**config.mk**
```make
export PLATFORM = sky130hd
export DESIGN_NAME = wtcsb_ram
export DESIGN_NICKNAME = d
export VERILOG_FILES = /design/src/hw/rtl/wtcsb_ram.sv
export SDC_FILE = /design/constraint.sdc
export NUM_CORES = 2
export LEC_CHECK = 0
export BUFFER_PORTS_ARGS = -buffer_cell sky130_fd_sc_hd__buf_2
export CAP_MARGIN = 20
export CORE_UTILIZATION = 37
export DETAILED_ROUTE_END_ITERATION = 8
export PLACE_DENSITY = 0.52
export SLEW_MARGIN = 20
export SYNTH_ARGS = -nofsm -noshare
export SYNTH_HDL_FRONTEND = slang
export SYNTH_SLANG_ARGS = --single-unit
```
**constraint.sdc**
```tcl
create_clock -name clk -period 8.96 [get_ports clk]
set_input_delay 1.344 -clock clk [delete_from_list [all_inputs] [get_ports clk]]
set_output_delay 1.344 -clock clk [all_outputs]
set_load 0.02 [all_outputs]
```
**src/hw/rtl/wtcsb_ram.sv**
```systemverilog
module wtcsb_ram #(
    parameter int WIDTH = 64,
    parameter int DEPTH = 64
) (
    input  logic                     clk,
    input  logic                     we,
    input  logic [$clog2(DEPTH)-1:0] waddr,
    input  logic [WIDTH-1:0]         wdata,
    input  logic                     re,
    input  logic [$clog2(DEPTH)-1:0] raddr,
    output logic [WIDTH-1:0]         rdata
);

    logic [WIDTH-1:0] mem [DEPTH];
    logic [WIDTH-1:0] rdata_reg;

    always_ff @(posedge clk)
    begin
        if (we)
        begin
            mem[waddr] <= wdata;
        end
        if (re)
        begin
            rdata_reg <= mem[raddr];
        end
    end

    assign rdata = rdata_reg;

endmodule

```
==> flow_summary.toml <==
[synthesis]
syn_nets = 6677
synthesis.area_mm2 = 0.157
ys_types = 32
synth_area_per_cell_um2 = 23.8
synthTopCellsByCount = "4,160 x edfxtp_1, 1,024 x mux4_2, 170 x buf_2"
ys_warn_count = 0
async_reset_ff_share_pct = 0
netlist_instances = 6598
synth-seq-area-share_pct = 79.6
synth.most_common_cell = "edfxtp_1"
yosysTopAreaCell = "edfxtp_1"
synth_area_leaders = "edfxtp_1 80%, mux4_2 15%, mux2i_1 0.86%"
synth-edff-count = 4160
synth_top_area_share_pct = 79.6
ys_ff_latch = 4160
synth_flop_cell = "edfxtp_1"

[critical_path]
r2r_start = "mem[55][9]$_DFFE_PP_"
crit_required_ns = 9.64
slowest_delay_ns = 0.62
r2r_setup_slack_ns = 6.53
r2r-end = "rdata[9]$_DFFE_PP_"
path_class = "input port to register"
startpoint = "raddr[1]"
path_max_fanout = 103
r2r_cells = 5
cp_common_cell = "buf_12"
crit_family = "buffers and inverters"
slowest_stage = "a41oi_1"
path_cells = "buf_8 -> buf_12 -> buf_12 -> mux4_2 -> or3_1 -> a41oi_1 -> a211oi_1"
crit_path_end = "rdata[24]$_DFFE_PP_"
worstPathArrival_ns = 4.90
critPathCaptureType = "register"
path_depth = 7
start_kind = "input port"
crit_buf_inv = 3

[die]
core_area_mm2 = 0.421
initial_core_util_pct = 37.3
dieArea_mm2 = 0.427
die_w_um = 653
die_h_um = 653
rows = 238
io_pins = 143

[power_and_ir_drop]
max-vdd-ir-drop_uv = 178
switching_share_pct = 21.6
power_density_mw_per_mm2 = 227
finalPower_mw = 40.7
p_sw_mw = 8.78
leakagePower_nw = 55.2
combPwrFrac_pct = 4.6
seq_power_share_pct = 53.2
p_int_mw = 32.0
pwr-share-clk_pct = 42.2

[placement]
dp_slack_ns = 3.66
gp_congestion = 0.752
dpl.cell_count = 12200
hpwl_um = 249000
portBuffers = 142

[layout]
area_growth_pct = 14.4
fin_cells = 13100
drive_gt1_share_pct = 28.1
nets = 7115
largest_register_ffs = 4096
nFillCells = 36000

[sta]
slew_headroom_pct = 17.3
fin_tns_setup_ns = 0
drv_slew = 0
hold_viol = 0
finalWorstPathRequiredPeriod_ns = 4.22
finClkSkew_ns = 0.0427
period_share_pct = 47.1
setup_violations = 0
rsz0062_at_grt = "no"
worst_slew_pin_slew_ns = 1.24
setup_ws_ns = 4.74
max_clock_freq_mhz = 237

[global_routing]
grt_max_degree = 113
antenna_found_initial = 40
grt_pass1_wl_um = 650000
grt_usage_pct = 22.0
grt-ovfl-total = 0
grt_pass1_vias = 77200

[route]
dr.pass1.iters = 5
vias = 75800
vias_per_cell = 5.81
drc = 0
routedWlPerCell_um = 36.3
postRouteAntennaNets = 0
routed_wirelength_um = 474000
drt_iter0_drc = 8993

[clock_tree]
clk_pin_slew_worst_paths_ns = 0.06
clock-root-buffer = "clkbuf_16"
cts_tree = "yes"
insertion_delay_ns = 0.99
htreeDepth = 5
cts_num_sinks = 4160
post_cts_buffers = 0
ctsResizeCount = 0
hold_buffers = 0
cts_made_buffers = 433
clockBufferDepth = 4

[run_status]
status = "complete, no violations"

[min_path]
min_path_type = "input port to register"

[job]
maxCapViolations = 0
-- power by group through the flow --
stage | sequential [mW] | clock [mW] | combinational (mW)
global placement | 22.1 | 0 | 1.87
CTS | 21.7 | 17.5 | 1.91
global route | 21.7 | 18.2 | 2.00
detailed placement | 22.1 | 0 | 1.90
finish | 21.7 | 17.2 | 1.89
floorplan | 22.1 | 0 | 1.00
-- worst min-delay path by stage --
stage                                     start               endpoint  slack (ns)  cells after the start
after global placement    mem[38][50]$_DFFE_PP_    rdata[50]$_DFFE_PP_        0.89                      4
final                                 wdata[43]  mem[24][43]$_DFFE_PP_        0.77                      1
after global routing                  wdata[43]  mem[24][43]$_DFFE_PP_        0.74                      1
after floorplan           mem[30][61]$_DFFE_PP_    rdata[61]$_DFFE_PP_        0.86                      4
after CTS                 mem[52][10]$_DFFE_PP_    rdata[10]$_DFFE_PP_        0.91                      4
after detailed placement  mem[39][30]$_DFFE_PP_    rdata[30]$_DFFE_PP_        0.90                      4
-- worst register-to-register path, stage by stage (launching register included) --
cell,delay [ns]
edfxtp_1,0.37
mux4_2,0.48
mux2i_1,0.38
o22ai_1,0.28
a41oi_1,0.39
a211oi_1,0.16
-- layout by cell type (no fill, tap or decap), types with 28 or more instances in the layout --
| master | n |
|---|---|
| a211oi_1 | 62 |
| a22o_1 | 88 |
| a22oi_1 | 168 |
| and3_1 | 64 |
| buf_12 | 62 |
| buf_2 | 116 |
| buf_4 | 189 |
| clkbuf_1 | 114 |
| clkbuf_16 | 437 |
| clkinv_1 | 107 |
| clkinv_2 | 69 |
| edfxtp_1 | 4160 |
| mux2i_1 | 135 |
| mux4_2 | 1024 |
| nand2_1 | 55 |
| nand3_1 | 45 |
| nor2_1 | 47 |
| nor2_4 | 65 |
| o221ai_1 | 38 |
| o22ai_1 | 83 |
| or2_2 | 28 |
| or3_1 | 29 |
-- final cells by class --
type | instances | area (um^2) | area share [%]
sequential | 4160 | 125000 | 69.5
clock inverter | 241 | 2030 | 1.13
timing repair buffer | 373 | 3360 | 1.87
clock buffer | 551 | 11400 | 6.33
inverter | 19 | 71.3 | 0.0397
multi-input combinational | 2049 | 30800 | 17.1
antenna | 21 | 52.6 | 0.0293
tap | 5640 | 7060 | 3.93
-- stage by stage --
stage | utilization [%] | hold WS, ns | cell area, um^2
final | 42.6 | 0.766 | 180000
after floorplan | - | 0.865 | 157000
after global placement | 39.3 | 0.885 | 166000
after detailed placement | 39.4 | 0.901 | 166000
after CTS | 42.6 | 0.909 | 179000
after global routing | 42.6 | 0.741 | 180000
-- routing by layer --
metal | wire (um) | GRT usage [%]
met1 | 193000 | 29.9
met2 | 238000 | 37.3
met3 | 31300 | 3.35
met4 | 11500 | 4.98
met5 | 59 | 0
-- logic make-up after synthesis --
family	count (synthesis)	share of synthesized area (%)
compound gates	504	2.47
flops	4160	79.6
buf+inv	389	1.18
mux	1159	15.6
simple gates	386	1.23
No activity file was read; power rests on OpenSTA's default activity.
